**config.mk**
```make
export PLATFORM = sky130hd
export DESIGN_NAME = ascii_command_line_parser_unit
export DESIGN_NICKNAME = d
export VERILOG_FILES = /design/src/design/acp_pkg.sv /design/src/design/acp_parse.sv /design/src/design/ascii_command_line_parser_unit.sv
export SDC_FILE = /design/constraint.sdc
export NUM_CORES = 1
export LEC_CHECK = 0
export BUFFER_PORTS_ARGS = -buffer_cell sky130_fd_sc_hd__buf_2
export CAP_MARGIN = 20
export CORE_MARGIN = 5
export CORE_UTILIZATION = 50
export DETAILED_ROUTE_END_ITERATION = 7
export PLACE_DENSITY_LB_ADDON = 0.08
export RECOVER_POWER = 50
export SLEW_MARGIN = 15
export SYNTH_ARGS = -nofsm -noshare
export SYNTH_HDL_FRONTEND = slang
export SYNTH_SLANG_ARGS = --single-unit
```
**constraint.sdc**
```tcl
create_clock -name i_clk -period 24.7 [get_ports i_clk]
set_input_delay 0 -clock i_clk [delete_from_list [all_inputs] [get_ports i_clk]]
set_output_delay 0 -clock i_clk [all_outputs]
set_load 0.01 [all_outputs]
```
**src/design/acp_pkg.sv**
```systemverilog
// Shared types, constants and command name table for the command line parser.
`default_nettype none
package acp_pkg;

    localparam int LINE_BYTES_DEF = 64;
    localparam int MAX_TOKENS_DEF = 10;
    localparam int NUM_NAMES      = 7;
    localparam int NUM_ARGS       = 7;
    localparam int NAME_MAX_LEN   = 11;
    localparam int ARG_W          = 16;

    localparam logic [7:0] CHAR_NUL   = 8'h00;
    localparam logic [7:0] CHAR_CR    = 8'h0D;
    localparam logic [7:0] CHAR_LF    = 8'h0A;
    localparam logic [7:0] CHAR_MINUS = 8'h2D;
    localparam logic [7:0] CHAR_DOT   = 8'h2E;
    localparam logic [7:0] CHAR_0     = 8'h30;
    localparam logic [7:0] CHAR_9     = 8'h39;
    localparam logic [7:0] CHAR_UC_A  = 8'h41;
    localparam logic [7:0] CHAR_UC_Z  = 8'h5A;
    localparam logic [7:0] CHAR_LC_A  = 8'h61;
    localparam logic [7:0] CHAR_LC_Z  = 8'h7A;

    typedef logic [NUM_NAMES-1:0] t_name_mask;
    typedef logic [2:0]           t_command;
    typedef logic [3:0]           t_name_pos;

    typedef struct packed {
        t_command                           command;
        logic [3:0]                         arg_count;
        logic [NUM_ARGS-1:0][ARG_W-1:0]     args;
    } t_result;

    // names are right-justified in the vector, first character highest
    localparam logic [8*NAME_MAX_LEN-1:0] NAME_TAB [NUM_NAMES] = '{
        88'("setTime"),
        88'("setConfig"),
        88'("setAlarm"),
        88'("setDataMode"),
        88'("getConfig"),
        88'("getAlarm"),
        88'("getStep")
    };

    localparam t_name_pos NAME_LEN [NUM_NAMES] = '{
        4'd7, 4'd9, 4'd8, 4'd11, 4'd9, 4'd8, 4'd7
    };

    function automatic logic [7:0] name_char(input int idx, input t_name_pos pos);
        int sh;
        logic [7:0] ch;
        sh = 0;
        ch = CHAR_NUL;
        if (pos < NAME_LEN[idx]) begin
            sh = (int'(NAME_LEN[idx]) - 1 - int'(pos)) * 8;
            ch = NAME_TAB[idx][sh +: 8];
        end
        return ch;
    endfunction

endpackage
`default_nettype wire

```
**src/design/acp_parse.sv**
```systemverilog
// Line state and per-byte parsing: tokens, command name match, argument values.
`default_nettype none
module acp_parse #(
    parameter int LINE_BYTES = acp_pkg::LINE_BYTES_DEF,
    parameter int MAX_TOKENS = acp_pkg::MAX_TOKENS_DEF
) (
    input  wire logic             i_clk,
    input  wire logic             i_rst_n,
    input  wire logic             i_step,
    input  wire logic [7:0]       i_byte,
    output logic                  o_found,
    output acp_pkg::t_result      o_result
);

    localparam int LW = $clog2(LINE_BYTES);
    localparam int CW = $clog2(MAX_TOKENS + 1);
    localparam int AW = $clog2(acp_pkg::NUM_ARGS);
    localparam int PW = 22;

    localparam logic [1:0] PH_START = 2'd0;
    localparam logic [1:0] PH_DIGIT = 2'd1;
    localparam logic [1:0] PH_STOP  = 2'd2;

    logic [LW-1:0]              r_len, n_len;
    logic [CW-1:0]              r_count, n_count;
    logic                       r_inside, n_inside;
    logic                       r_ended, n_ended;
    acp_pkg::t_name_mask        r_cand, n_cand;
    acp_pkg::t_name_pos         r_pos, n_pos;
    logic [acp_pkg::ARG_W-1:0]  r_args [acp_pkg::NUM_ARGS];
    logic [acp_pkg::ARG_W-1:0]  n_args [acp_pkg::NUM_ARGS];
    logic [1:0]                 r_phase, n_phase;
    logic                       r_neg, n_neg;

    logic                       is_term, is_digit, is_tok;
    logic                       tok_start, tok_keep;
    logic [CW-1:0]              cnt_cur;
    logic [1:0]                 phase_cur;
    logic                       neg_cur;
    logic                       arg_slot;
    logic [AW-1:0]              arg_idx;
    logic [acp_pkg::ARG_W-1:0]  arg_cur;
    logic signed [PW-1:0]       prod, acc;
    logic [3:0]                 digit;
    logic [acp_pkg::ARG_W-1:0]  arg_sat;
    logic                       hit;
    acp_pkg::t_command          hit_idx;

    assign is_term  = (i_byte == acp_pkg::CHAR_CR) || (i_byte == acp_pkg::CHAR_LF);
    assign is_digit = (i_byte >= acp_pkg::CHAR_0) && (i_byte <= acp_pkg::CHAR_9);
    assign is_tok   = is_digit
                   || ((i_byte >= acp_pkg::CHAR_UC_A) && (i_byte <= acp_pkg::CHAR_UC_Z))
                   || ((i_byte >= acp_pkg::CHAR_LC_A) && (i_byte <= acp_pkg::CHAR_LC_Z))
                   || (i_byte == acp_pkg::CHAR_MINUS) || (i_byte == acp_pkg::CHAR_DOT);

    assign tok_start = !r_inside;
    assign tok_keep  = r_inside || (r_count < CW'(MAX_TOKENS));
    assign cnt_cur   = tok_start ? r_count + CW'(1) : r_count;
    assign phase_cur = tok_start ? PH_START : r_phase;
    assign neg_cur   = tok_start ? 1'b0 : r_neg;

    // argument tokens are tokens 2..8 of the line
    assign arg_slot = (cnt_cur >= CW'(2)) && (cnt_cur <= CW'(acp_pkg::NUM_ARGS + 1));
    assign arg_idx  = AW'(cnt_cur - CW'(2));
    assign arg_cur  = arg_slot ? r_args[arg_idx] : '0;

    assign digit = 4'(i_byte - acp_pkg::CHAR_0);
    assign prod  = PW'($signed(arg_cur)) * PW'(10);
    assign acc   = neg_cur ? prod - PW'(digit) : prod + PW'(digit);

    always_comb begin
        if (acc < -PW'(32768)) begin
            arg_sat = 16'h8000;
        end else if (acc > PW'(32767)) begin
            arg_sat = 16'h7FFF;
        end else begin
            arg_sat = acc[acp_pkg::ARG_W-1:0];
        end
    end

    always_comb begin
        hit     = 1'b0;
        hit_idx = '0;
        for (int i = acp_pkg::NUM_NAMES - 1; i >= 0; i--) begin
            if (r_cand[i] && (r_pos == acp_pkg::NAME_LEN[i])) begin
                hit     = 1'b1;
                hit_idx = 3'(i);
            end
        end
    end

    always_comb begin
        n_len    = r_len;
        n_count  = r_count;
        n_inside = r_inside;
        n_ended  = r_ended;
        n_cand   = r_cand;
        n_pos    = r_pos;
        n_phase  = r_phase;
        n_neg    = r_neg;
        for (int i = 0; i < acp_pkg::NUM_ARGS; i++) begin
            n_args[i] = r_args[i];
        end
        o_found = 1'b0;

        o_result.command   = hit_idx;
        o_result.arg_count = 4'(r_count - CW'(1));
        for (int i = 0; i < acp_pkg::NUM_ARGS; i++) begin
            o_result.args[i] = r_args[i];
        end

        if (i_step) begin
            if (is_term || (r_len == LW'(LINE_BYTES - 1))) begin
                o_found  = is_term && (r_count != '0) && hit;
                n_len    = '0;
                n_count  = '0;
                n_inside = 1'b0;
                n_ended  = 1'b0;
                n_cand   = '1;
                n_pos    = '0;
                n_phase  = PH_START;
                n_neg    = 1'b0;
                for (int i = 0; i < acp_pkg::NUM_ARGS; i++) begin
                    n_args[i] = '0;
                end
            end else begin
                n_len = r_len + LW'(1);
                if (!r_ended) begin
                    if (i_byte == acp_pkg::CHAR_NUL) begin
                        n_ended  = 1'b1;
                        n_inside = 1'b0;
                    end else if (!is_tok) begin
                        n_inside = 1'b0;
                    end else if (tok_keep) begin
                        n_count  = cnt_cur;
                        n_inside = 1'b1;
                        n_phase  = phase_cur;
                        n_neg    = neg_cur;
                        if (cnt_cur == CW'(1)) begin
                            for (int i = 0; i < acp_pkg::NUM_NAMES; i++) begin
                                if (acp_pkg::name_char(i, r_pos) != i_byte) begin
                                    n_cand[i] = 1'b0;
                                end
                            end
                            if (r_pos != '1) begin
                                n_pos = r_pos + 4'd1;
                            end
                        end else if (arg_slot && (phase_cur != PH_STOP)) begin
                            if (is_digit) begin
                                n_args[arg_idx] = arg_sat;
                                n_phase         = PH_DIGIT;
                            end else if ((i_byte == acp_pkg::CHAR_MINUS)
                                         && (phase_cur == PH_START)) begin
                                n_neg   = 1'b1;
                                n_phase = PH_DIGIT;
                            end else begin
                                n_phase = PH_STOP;
                            end
                        end
                    end
                end
            end
        end
    end

    always_ff @(posedge i_clk) begin
        if (!i_rst_n) begin
            r_len    <= '0;
            r_count  <= '0;
            r_inside <= 1'b0;
            r_ended  <= 1'b0;
            r_cand   <= '1;
            r_pos    <= '0;
            r_phase  <= PH_START;
            r_neg    <= 1'b0;
            for (int i = 0; i < acp_pkg::NUM_ARGS; i++) begin
                r_args[i] <= '0;
            end
        end else begin
            r_len    <= n_len;
            r_count  <= n_count;
            r_inside <= n_inside;
            r_ended  <= n_ended;
            r_cand   <= n_cand;
            r_pos    <= n_pos;
            r_phase  <= n_phase;
            r_neg    <= n_neg;
            for (int i = 0; i < acp_pkg::NUM_ARGS; i++) begin
                r_args[i] <= n_args[i];
            end
        end
    end

endmodule
`default_nettype wire

```
**src/design/ascii_command_line_parser_unit.sv**
```systemverilog
// Top level: byte input register, parser core and result register.
// A CR or LF word passes the input register, then the parser core sets the result register.
// Throughput: one byte word per cycle while the output is not stalled by i_stall.
// The input register keeps taking words while a result waits, until it holds one unprocessed word.
// Synchronous active-low reset clears the line state, the input register and any pending result.
`default_nettype none
module ascii_command_line_parser_unit #(
    parameter int LINE_BYTES = acp_pkg::LINE_BYTES_DEF,
    parameter int MAX_TOKENS = acp_pkg::MAX_TOKENS_DEF
) (
    input  wire logic               i_clk,
    input  wire logic               i_rst_n,
    input  wire logic               i_valid,
    output logic                    o_stall,
    input  wire logic [7:0]         i_rx_byte,
    output logic                    o_valid,
    input  wire logic               i_stall,
    output logic [2:0]              o_command,
    output logic [3:0]              o_arg_count,
    output logic signed [15:0]      o_arg_1,
    output logic signed [15:0]      o_arg_2,
    output logic signed [15:0]      o_arg_3,
    output logic signed [15:0]      o_arg_4,
    output logic signed [15:0]      o_arg_5,
    output logic signed [15:0]      o_arg_6,
    output logic signed [15:0]      o_arg_7
);

    logic               r_in_valid;
    logic [7:0]         r_in_byte;
    logic               r_out_valid;
    acp_pkg::t_result   r_res;

    logic               advance;
    logic               accept;
    logic               step;
    logic               found;
    acp_pkg::t_result   res;

    assign advance = !(r_out_valid && i_stall);
    assign o_stall = r_in_valid && !advance;
    assign accept  = i_valid && !o_stall;
    assign step    = r_in_valid && advance;

    acp_parse #(
        .LINE_BYTES (LINE_BYTES),
        .MAX_TOKENS (MAX_TOKENS)
    ) u_parse (
        .i_clk    (i_clk),
        .i_rst_n  (i_rst_n),
        .i_step   (step),
        .i_byte   (r_in_byte),
        .o_found  (found),
        .o_result (res)
    );

    always_ff @(posedge i_clk) begin
        if (!i_rst_n) begin
            r_in_valid  <= 1'b0;
            r_out_valid <= 1'b0;
        end else begin
            if (!o_stall) begin
                r_in_valid <= i_valid;
            end
            if (step && found) begin
                r_out_valid <= 1'b1;
            end else if (!i_stall) begin
                r_out_valid <= 1'b0;
            end
        end
    end

    always_ff @(posedge i_clk) begin
        if (accept) begin
            r_in_byte <= i_rx_byte;
        end
        if (step && found) begin
            r_res <= res;
        end
    end

    assign o_valid     = r_out_valid;
    assign o_command   = r_res.command;
    assign o_arg_count = r_res.arg_count;
    assign o_arg_1     = $signed(r_res.args[0]);
    assign o_arg_2     = $signed(r_res.args[1]);
    assign o_arg_3     = $signed(r_res.args[2]);
    assign o_arg_4     = $signed(r_res.args[3]);
    assign o_arg_5     = $signed(r_res.args[4]);
    assign o_arg_6     = $signed(r_res.args[5]);
    assign o_arg_7     = $signed(r_res.args[6]);

endmodule
`default_nettype wire
```
# Word level (Yosys, flattened, before mapping)
# Memories as Yosys holds them, arrays and structs flattened.
# Index checks and enable logic that the tools add are counted.
totals:
  out_inout_bits: 121
  inputBits: 12
  romBits: 0
  ram_bits: 112
  register_bits: 155
  memories: 1
  elab_cells: 306
  latch_bits: 0
mem_list:
  columns: ["memory", "words", "word_bits", "rd", "rd_clocked_by_memory_dff", "wr", "line_no", "text"]
  rows:
  - ["u_parse.r_args", 7, 16, 8, 0, 7, "acp_parse.sv:30", "logic [acp_pkg::ARG_W-1:0] r_args [acp_pkg::NUM_ARGS];"]
classes:
  eq_ne: 23
  shift: 7
  bitwise: 8
  n_div: 0
  n_addsub: 12
  n_mul: 1
  reduce_logical: 56
  n_mux: 153
  magnitude_cmp: 17
ops:
  columns: ["cell", "n"]
  rows:
  - ["112-bit two-way mux", 9]
  - ["88-bit by 32-bit indexed part select with 8-bit output (first input constant)", 7]
  - ["8-bit two-way mux", 56]
  - ["16-bit two-way mux", 11]
  - ["112-bit bitwise mux", 1]
  - ["8-bit != test", 7]
  - ["7-bit AND reduction", 8]
  - ["4-bit two-way mux", 13]
  - ["16-bit demux with 3-bit select", 1]
  - ["7-bit two-way mux", 6]
  - ["1-bit two-way mux", 39]
  - ["2-bit two-way mux", 12]
  - ["22-bit by 4-bit adder with 22-bit output", 1]
  - ["22-bit by 16-bit > comparator with 1-bit output (second input constant)", 1]
  - ["22-bit by 16-bit less-than comparator with 1-bit output (second input constant)", 1]
  - ["22-bit two-way mux", 1]
  - ["2-bit nonzero test", 11]
  - ["22-bit by 4-bit subtractor with 22-bit output", 1]
  - ["1-bit logical AND", 21]
  - ["16-bit by 4-bit multiplier with 20-bit output (second input constant)", 1]
  - ["8-bit by 4-bit == test with 1-bit output (second input constant)", 2]
  - ["8-bit by 6-bit == test with 1-bit output (second input constant)", 2]
  - ["8-bit by 7-bit greater-or-equal comparator with 1-bit output (second input constant)", 2]
  - ["8-bit by 7-bit less-or-equal comparator with 1-bit output (second input constant)", 2]
  - ["34 further kinds", 61]

# Longest topological paths before layout
# Gate-level depths: netlist of the first run.
logic_depth:
  word_depth: 22
  ltp_mapped: 30

# Hierarchy
# Synthesis of the first run repeated with hierarchy kept, for this count alone.
hier_totals:
  cells_unflattened: 1436
  hier_area_um2: 13845.8
modules_own_cells:
  columns: ["module", "instances", "area_per_inst_um2", "seq_area_each_um2", "cells_each"]
  rows:
  - ["acp_parse", 1, 9940.8, 2762.6, 1299]
  - ["ascii_command_line_parser_unit", 1, 3905.0, 3853.7, 137]

# Worst setup path before layout of the first run
# No wires, ideal clock.
synth_timing:
  kind: "register -> register"
  from: "register u_parse.r_pos[0]"
  to: "register o_arg_1[0] (netlist name)"
  path_stages_with_launch: 11
  setup_time_ps: 1237
  arrival_ps: 20469
  synth_period_minus_slack_ps: 21705
  n_path_buf: 4
  setup_slack_ps: 2995
  path_cell_list: "dfxtp_1 clkbuf_1 inv_1 clkbuf_1 ha_1 clkbuf_1 clkbuf_1 a22oi_1 o21ai_0 nor2_1 a2111oi_0"
synth_between:
  elab_chain_len: 13
  word_cells_on_any_way: 22
synth_lines:
  columns: ["element", "line_no", "text"]
  rows:
  - ["start: declaration", "acp_parse.sv:29", "acp_pkg::t_name_pos r_pos, n_pos;"]
  - ["start signal: assignment", "acp_parse.sv:185", "r_pos <= n_pos;"]
  - ["4-bit by 3-bit == test with 1-bit output", "acp_parse.sv:85", "if (r_cand[i] && (r_pos == acp_pkg::NAME_LEN[i])) begin"]
  - ["1-bit logical AND", "acp_parse.sv:85", null]
  - ["1-bit two-way mux (6 in series)", "acp_parse.sv:85", null]
  - ["1-bit two-way mux (*)", "acp_parse.sv:85", null]
  - ["1-bit logical AND (*)", "acp_parse.sv:114", "o_found = is_term && (r_count != '0) && hit;"]
  - ["1-bit two-way mux (*)", "acp_parse.sv:113", "if (is_term || (r_len == LW'(LINE_BYTES - 1))) begin"]
  - ["1-bit two-way mux (*)", "acp_parse.sv:112", "if (i_step) begin"]
  - ["1-bit logical AND (*)", "ascii_command_line_parser_unit.sv:77", "if (step && found) begin"]
# Every way passes the cells marked *; elsewhere a longest branch is shown, timed or not.
# A chain may end at the register's enable or synchronous reset.

==> results of run 1 <==
==> metrics by stage <==
step / instance area, um2 / std cells / power, mW / util [%]
finish: 15300 / 1856 / 0.935 / 56.9
CTS: 15400 / 1855 / 0.942 / 57.5
floorplan: 13600 / 1398 / 0.522 / -
detailed placement: 14400 / 1794 / 0.541 / 53.8
global placement: 14400 / 1794 / 0.540 / 53.8
global route: 15300 / 1856 / 0.967 / 56.9
==> layout by cell type (no fill, tap or decap), types with 15 or more instances in the layout <==
cell,instances
dfxtp_1,140
clkbuf_1,123
a21o_1,15
mux2i_1,24
edfxtp_1,127
a31oi_1,32
inv_1,27
nand2_1,189
clkbuf_16,27
nor2_1,121
nand4_1,21
buf_4,16
xnor2_1,51
nor3_1,27
o21ai_1,36
a21oi_1,67
o21ai_0,102
mux4_2,15
ha_1,42
nand3_1,29
==> worst max-delay path, cell delays in order (launching register included) <==
cell and delay (ns):
dfxtp_1 0.77, inv_1 0.13, ha_1 0.41, mux2_2 0.31, ha_1 1.00, nand4_1 0.45, and3_1 0.48, xor2_1 0.22
ha_1 0.23, inv_1 0.07, fa_1 0.40, nand2b_1 0.22, a2111oi_0 0.38, a211oi_1 0.18, or4_4 0.60, a211oi_1 0.35
nand4_1 0.21, a21o_1 0.25, a211oi_1 0.43, a31oi_1 0.14, buf_4 0.22, nor2_1 0.55, o21ai_0 0.20
==> kinds of logic after synthesis <==
kind of cell | after synthesis
AO/OA/AOI/OAI | 383
adder cells (fa/ha/maj) | 46
flip-flops | 267
XOR/XNOR | 67
AND/OR/NAND/NOR | 471
multiplexers | 42
buffers and inverters | 122
==> worst paths after layout <==
| check | start | cells after the start | slack [ns] | to |
|---|---|---|---|---|
| setup / recovery | u_parse.r_count[0]$_SDFFE_PN0P_ | 22 | 16.35 | u_parse.r_args[5][9]$_SDFFE_PN0P_ |
| hold reg to reg | u_parse.r_cand[6]$_SDFFE_PN1P_ | 1 | 0.46 | u_parse.r_cand[6]$_SDFFE_PN1P_ |
| setup reg to reg | u_parse.r_count[0]$_SDFFE_PN0P_ | 22 | 16.35 | u_parse.r_args[5][9]$_SDFFE_PN0P_ |
| hold / removal | i_rx_byte[3] | 2 | 0.17 | r_in_byte[3]$_DFFE_PP_ |
==> flip-flops by register name (all words and copies together) (netlist names), 3 cells and up <==
name and flops:
o_arg_count 4, o_arg_1 16, u_parse.r_count 4, o_arg_4 16, o_arg_3 16, o_arg_7 16, r_in_byte 8, o_arg_6 16
o_arg_5 16, u_parse.r_cand 7, u_parse.r_len 6, o_arg_2 16, u_parse.r_args 112, o_command 3, u_parse.r_pos 4
==> layer usage <==
layer,global-route usage (%),wire length [um],vias up
met5,0,0,-
met4,4.81,688,0
met3,2.94,2340,49
met2,39.9,17700,403
met1,33.8,17300,5265
li1,-,-,5315
==> timing repair <==
action,4_1_cts,5_1_grt
hold buffers,12,0
hold endpoints to repair,11,0
endpoints found under the setup margin,0,0
==> power by group <==
part | internal [mW] | total [mW] | switching (mW)
sequential | 0.462 | 0.467 | 0.00518
combinational | 0.0228 | 0.0668 | 0.0440
clock | 0.234 | 0.402 | 0.167
==> area by class of cell <==
type,count,area (um2)
clock inverter,19,175
inverter,30,113
fill,2429,11500
sequential,267,6620
timing repair buffer,160,749
multi-input combinational,1009,6480
clock buffer,30,697
tap,341,427
==> results.sh, run 1 <==
export IMPL_clk_latency_ns=0.53
export IMPL_rows=60
export IMPL_grt_overflow=0
export IMPL_totalWireLength_um=38000
export IMPL_drtIter0Drc=907
export IMPL_grt_max_degree=68
export IMPL_pre_cts_ws_ns=16.46
export IMPL_die_y_um=175
export IMPL_max_slew_margin_pct=28.7
export IMPL_critPathLaunchType="register"
export IMPL_die_x_um=175
export IMPL_setup_ws_ns=16.35
export IMPL_netlist_area_um2=13600
export IMPL_vias=11000
export IMPL_initial_utilization_pct=50.6
export IMPL_synthCells=1398
export IMPL_portBuffers=132
export IMPL_synth_edff_count=127
export IMPL_hold_class="in2reg"
export IMPL_synthesis_nets=1454
export IMPL_crit_type="reg2reg"
export IMPL_async_flop_share_pct=0
export IMPL_antenna_found_initial=0
export IMPL_yosysWarnings=0
export IMPL_worst_ep_arrival_time_ns=8.73
export IMPL_rsz0062_at_grt="no"
export IMPL_synth_top_flop_cell="dfxtp_1"
export IMPL_yosys_area_top_type="edfxtp_1"
export IMPL_cap_violations=0
export IMPL_fin_setup_tns_ns=0
export IMPL_grt_usage_pct=23.9
export IMPL_nets=1551
export IMPL_syn_area_per_cell_um2=9.70
export IMPL_crit_fanout=18
export IMPL_cts_sinks=267
export IMPL_status="finished clean"
export IMPL_grt_pass1_wl_um=59000
export IMPL_post_route_drc_count=0
export IMPL_htreeDepth=1
export IMPL_grt_pass1_vias=10300
export IMPL_worstMarginPinSlew_ns=1.07
export IMPL_synth_mux_area_share_pct=4.51
export IMPL_synth_seq_area_share_pct=48.8
export IMPL_synth_xor_area_share_pct=4.33
export IMPL_core_um2=26800
export IMPL_endpoint_kind="register"
export IMPL_cts_buffers=27
export IMPL_firstDrtPassIters=5
export IMPL_ant_nets=0
export IMPL_vdd_ir_drop_max_uv=57.7
export IMPL_antenna_cells=0
export IMPL_synth_top_area_share_pct=28.1
export IMPL_cts_tree="done"
export IMPL_dp_hpwl_um=27300
export IMPL_ctsLongestPathBuffers=3
export IMPL_cts_root_buffer="clkbuf_16"
export IMPL_drive_gt1_share_pct=8.05
export IMPL_synth_adder_area_share_pct=4.32
export IMPL_post_cts_repair_setup_buffers=0
export IMPL_fin_crit_sh_pct=33.8
export IMPL_die_area_um2=30500
export IMPL_cts_repair_resized=0
export IMPL_skew_ns=0.0140
export IMPL_final_max_slew_violation_count=0
export IMPL_syn_to_final_growth_pct=12.5
export IMPL_worst_hold_slack_ns=0.167
export IMPL_min_period_ns=8.35
export IMPL_finalHoldViolCount=0
export IMPL_max_freq_mhz=120
export IMPL_synth_top_family_by_area="compound AO/OA/AOI/OAI gates"
export IMPL_p_leak_nw=5.61
export IMPL_routedWlPerCell_um=20.5
export IMPL_viasPerCell=5.94
export IMPL_synth_compound_area_share_pct=18.3
export IMPL_synth_seq_cells=267
export IMPL_synth_most_common_cell="nand2_1"
export IMPL_gp_congestion=0.904
export IMPL_synth_simple_area_share_pct=16.0
export IMPL_power_density_nw_per_um2=61.3
export IMPL_clk_pin_slew_worst_paths_ns=0.07
export IMPL_synth_common_cells="nand2_1 (189), dfxtp_1 (140), edfxtp_1 (127)"
export IMPL_ioPinCount=133
export IMPL_setup_viol=0
export IMPL_yosys_top_cells_area="edfxtp_1 (28%), dfxtp_1 (21%), nand2_1 (5.2%)"
export IMPL_ys_types=80
export IMPL_cp_required_ns=25.08
Note: power is estimated with default switching activity, not from simulation.
==> inputs of run 2 (changes only) <==
Clock period 24.7 ns to 7 ns, I/O delays scaled along.
==> results.sh, run 2 (synthesized netlist as in run 1, its figures left out) <==
export IMPL_status="finished clean"
export IMPL_power_mw=3.35
export IMPL_internal_power_mw=2.59
export IMPL_hold_path_startpoint="i_rx_byte[0]"
export IMPL_seq_power_share_pct=49.2
export IMPL_fin_setup_tns_ns=0
export IMPL_drtIter0Drc=1408
export IMPL_totalWireLength_um=37700
export IMPL_final_common_cell="nand2_1"
export IMPL_hold_class="in2reg"
export IMPL_rows=60
export IMPL_setup_viol=0
export IMPL_gr_usage_met1_pct=36.1
export IMPL_cp_required_ns=7.47
export IMPL_grt_overflow=0
export IMPL_p_sw_mw=0.765
export IMPL_cts_buffers=27
export IMPL_min_delay_path_depth=2
export IMPL_firstDrtPassIters=5
export IMPL_worst_ep_arrival_time_ns=6.99
export IMPL_fin_cells=1882
export IMPL_vdd_ir_drop_max_uv=185
export IMPL_final_util_pct=58.5
export IMPL_critPathLaunchType="register"
export IMPL_p_leak_nw=5.77
export IMPL_rsz0062_at_grt="no"
export IMPL_min_period_ns=6.52
export IMPL_cts_tree="done"
export IMPL_gr_usage_met3_pct=2.66
export IMPL_dp_cells=1819
export IMPL_crit_fanout=9
export IMPL_critPathSlowestCell="or4_1"
export IMPL_die_y_um=175
export IMPL_routedWlPerCell_um=20.0
export IMPL_antenna_cells=0
export IMPL_max_slew_margin_pct=5.88
export IMPL_crit_top_cell="ha_1"
export IMPL_skew_ns=0.0283
export IMPL_antenna_found_initial=0
export IMPL_portBuffers=132
export IMPL_ctsLongestPathBuffers=3
export IMPL_ant_nets=0
export IMPL_viasPerCell=5.95
export IMPL_grt_max_degree=121
export IMPL_reg2reg_slack_ns=0.48
export IMPL_cts_root_buffer="clkbuf_16"
export IMPL_whs_endpoint="r_in_byte[0]$_DFFE_PP_"
export IMPL_cts_sinks=267
export IMPL_max_freq_mhz=153
export IMPL_gp_congestion=0.879
export IMPL_post_route_drc_count=0
export IMPL_crit_type="reg2reg"
export IMPL_r2r_worst_path_cells=21
export IMPL_die_area_um2=30500
export IMPL_htreeDepth=1
export IMPL_p_clk_share_pct=43.3
export IMPL_nets=1577
export IMPL_power_density_nw_per_um2=214
export IMPL_cap_violations=0
export IMPL_drive_gt1_share_pct=10.8
export IMPL_grt_pass1_vias=10300
export IMPL_ioPinCount=133
export IMPL_final_cell_mix="nand2_1 (189), dfxtp_1 (139), edfxtp_1 (127)"
export IMPL_core_um2=26800
export IMPL_swShare_pct=22.8
export IMPL_regMostFlops="u_parse.r_args"
export IMPL_finalHoldViolCount=0
export IMPL_rr_startpoint="u_parse.r_count[1]$_SDFFE_PN0P_"
export IMPL_max_stage_delay_ns=0.55
export IMPL_initial_utilization_pct=50.6
export IMPL_path_cells="inv_1 > ha_1 > mux2_2 > ha_1 > buf_4 > buf_4 > mux2i_2 > nor2_1 > ha_1 > ha_1 > a21oi_4 > a21oi_1 > a211o_1 > or3_1 > a2111oi_4 > a32oi_1 > xnor2_1 > o21ai_0 > or4_1 > o21ai_4 > a32o_1"
export IMPL_clk_latency_ns=0.53
export IMPL_grt_pass1_wl_um=59800
export IMPL_largest_register_ffs=112
export IMPL_endpoint_kind="register"
export IMPL_fin_crit_sh_pct=93.1
export IMPL_final_max_slew_violation_count=0
export IMPL_critical_path_top_delay_family="compound AO/OA/AOI/OAI gates"
export IMPL_p_comb_share_pct=7.5
export IMPL_dp_hpwl_um=27300
export IMPL_grt_usage_pct=23.9
export IMPL_vias=11200
export IMPL_crit_buf_inv=3
export IMPL_met2_usage_pct=37.5
export IMPL_busiest_layer="met2"
export IMPL_r2r_end="u_parse.r_args[4][2]$_SDFFE_PN0P_"
export IMPL_die_x_um=175
export IMPL_worstMarginPinSlew_ns=1.41
export IMPL_syn_to_final_growth_pct=15.6
export IMPL_setup_ws_ns=0.480
export IMPL_pre_cts_ws_ns=0.316
export IMPL_clk_pin_slew_worst_paths_ns=0.06
## run 2: how the worst max path moves through the flow
stage / from / endpoint / slack [ns] / cells after the start
finish: u_parse.r_count[1]$_SDFFE_PN0P_ / u_parse.r_args[4][2]$_SDFFE_PN0P_ / 0.48 / 21
global route: u_parse.r_count[1]$_SDFFE_PN0P_ / u_parse.r_args[0][5]$_SDFFE_PN0P_ / 0.04 / 25
CTS: u_parse.r_count[0]$_SDFFE_PN0P_ / u_parse.r_args[0][5]$_SDFFE_PN0P_ / 0.23 / 25
detailed placement: u_parse.r_inside$_SDFFE_PN0P_ / u_parse.r_args[2][2]$_SDFFE_PN0P_ / 0.32 / 21
global placement: u_parse.r_inside$_SDFFE_PN0P_ / u_parse.r_args[6][2]$_SDFFE_PN0P_ / 0.33 / 17
floorplan: u_parse.r_count[0]$_SDFFE_PN0P_ / u_parse.r_args[1][11]$_SDFFE_PN0P_ / 0.02 / 29
## run 2: power groups by stage
stage | clock network (mW) | registers [mW] | logic, mW
global placement | 0 | 1.68 | 0.234
global route | 1.55 | 1.65 | 0.274
detailed placement | 0 | 1.68 | 0.235
finish | 1.45 | 1.65 | 0.252
CTS | 1.47 | 1.65 | 0.242
floorplan | 0 | 1.67 | 0.173
## run 2: layer usage
metal	part of all wire [%]	routed length (um)	up-vias
li1	-	-	5367
met1	47	17900	5413
met2	45	17100	373
met3	5.7	2130	45
met4	1.6	613	0
met5	0	0	-
## run 2: area by class of cell
| type | count | area [um2] |
|---|---|---|
| well taps | 341 | 427 |
| inverters | 30 | 113 |
| flip-flops and latches | 267 | 6620 |
| clock inverters | 18 | 195 |
| repair buffers | 186 | 980 |
| clock buffers | 31 | 701 |
| multi-input cells | 1009 | 6650 |
| fillers | 2393 | 11100 |
## run 2: timing repair
item / 4_1_cts / 5_1_grt
gates resized for setup: 0 / 43
hold buffers: 12 / 0
hold endpoints to repair: 11 / 0
setup buffers: 0 / 1
setup endpoints to repair: 0 / 112
## run 2: stage by stage
step / hold slack (ns) / area (um2)
floorplan: 0.0989 / 13600
global placement: 0.176 / 14600
detailed placement: 0.178 / 14600
CTS: 0.155 / 15600
global route: 0.164 / 15700
finish: 0.185 / 15700
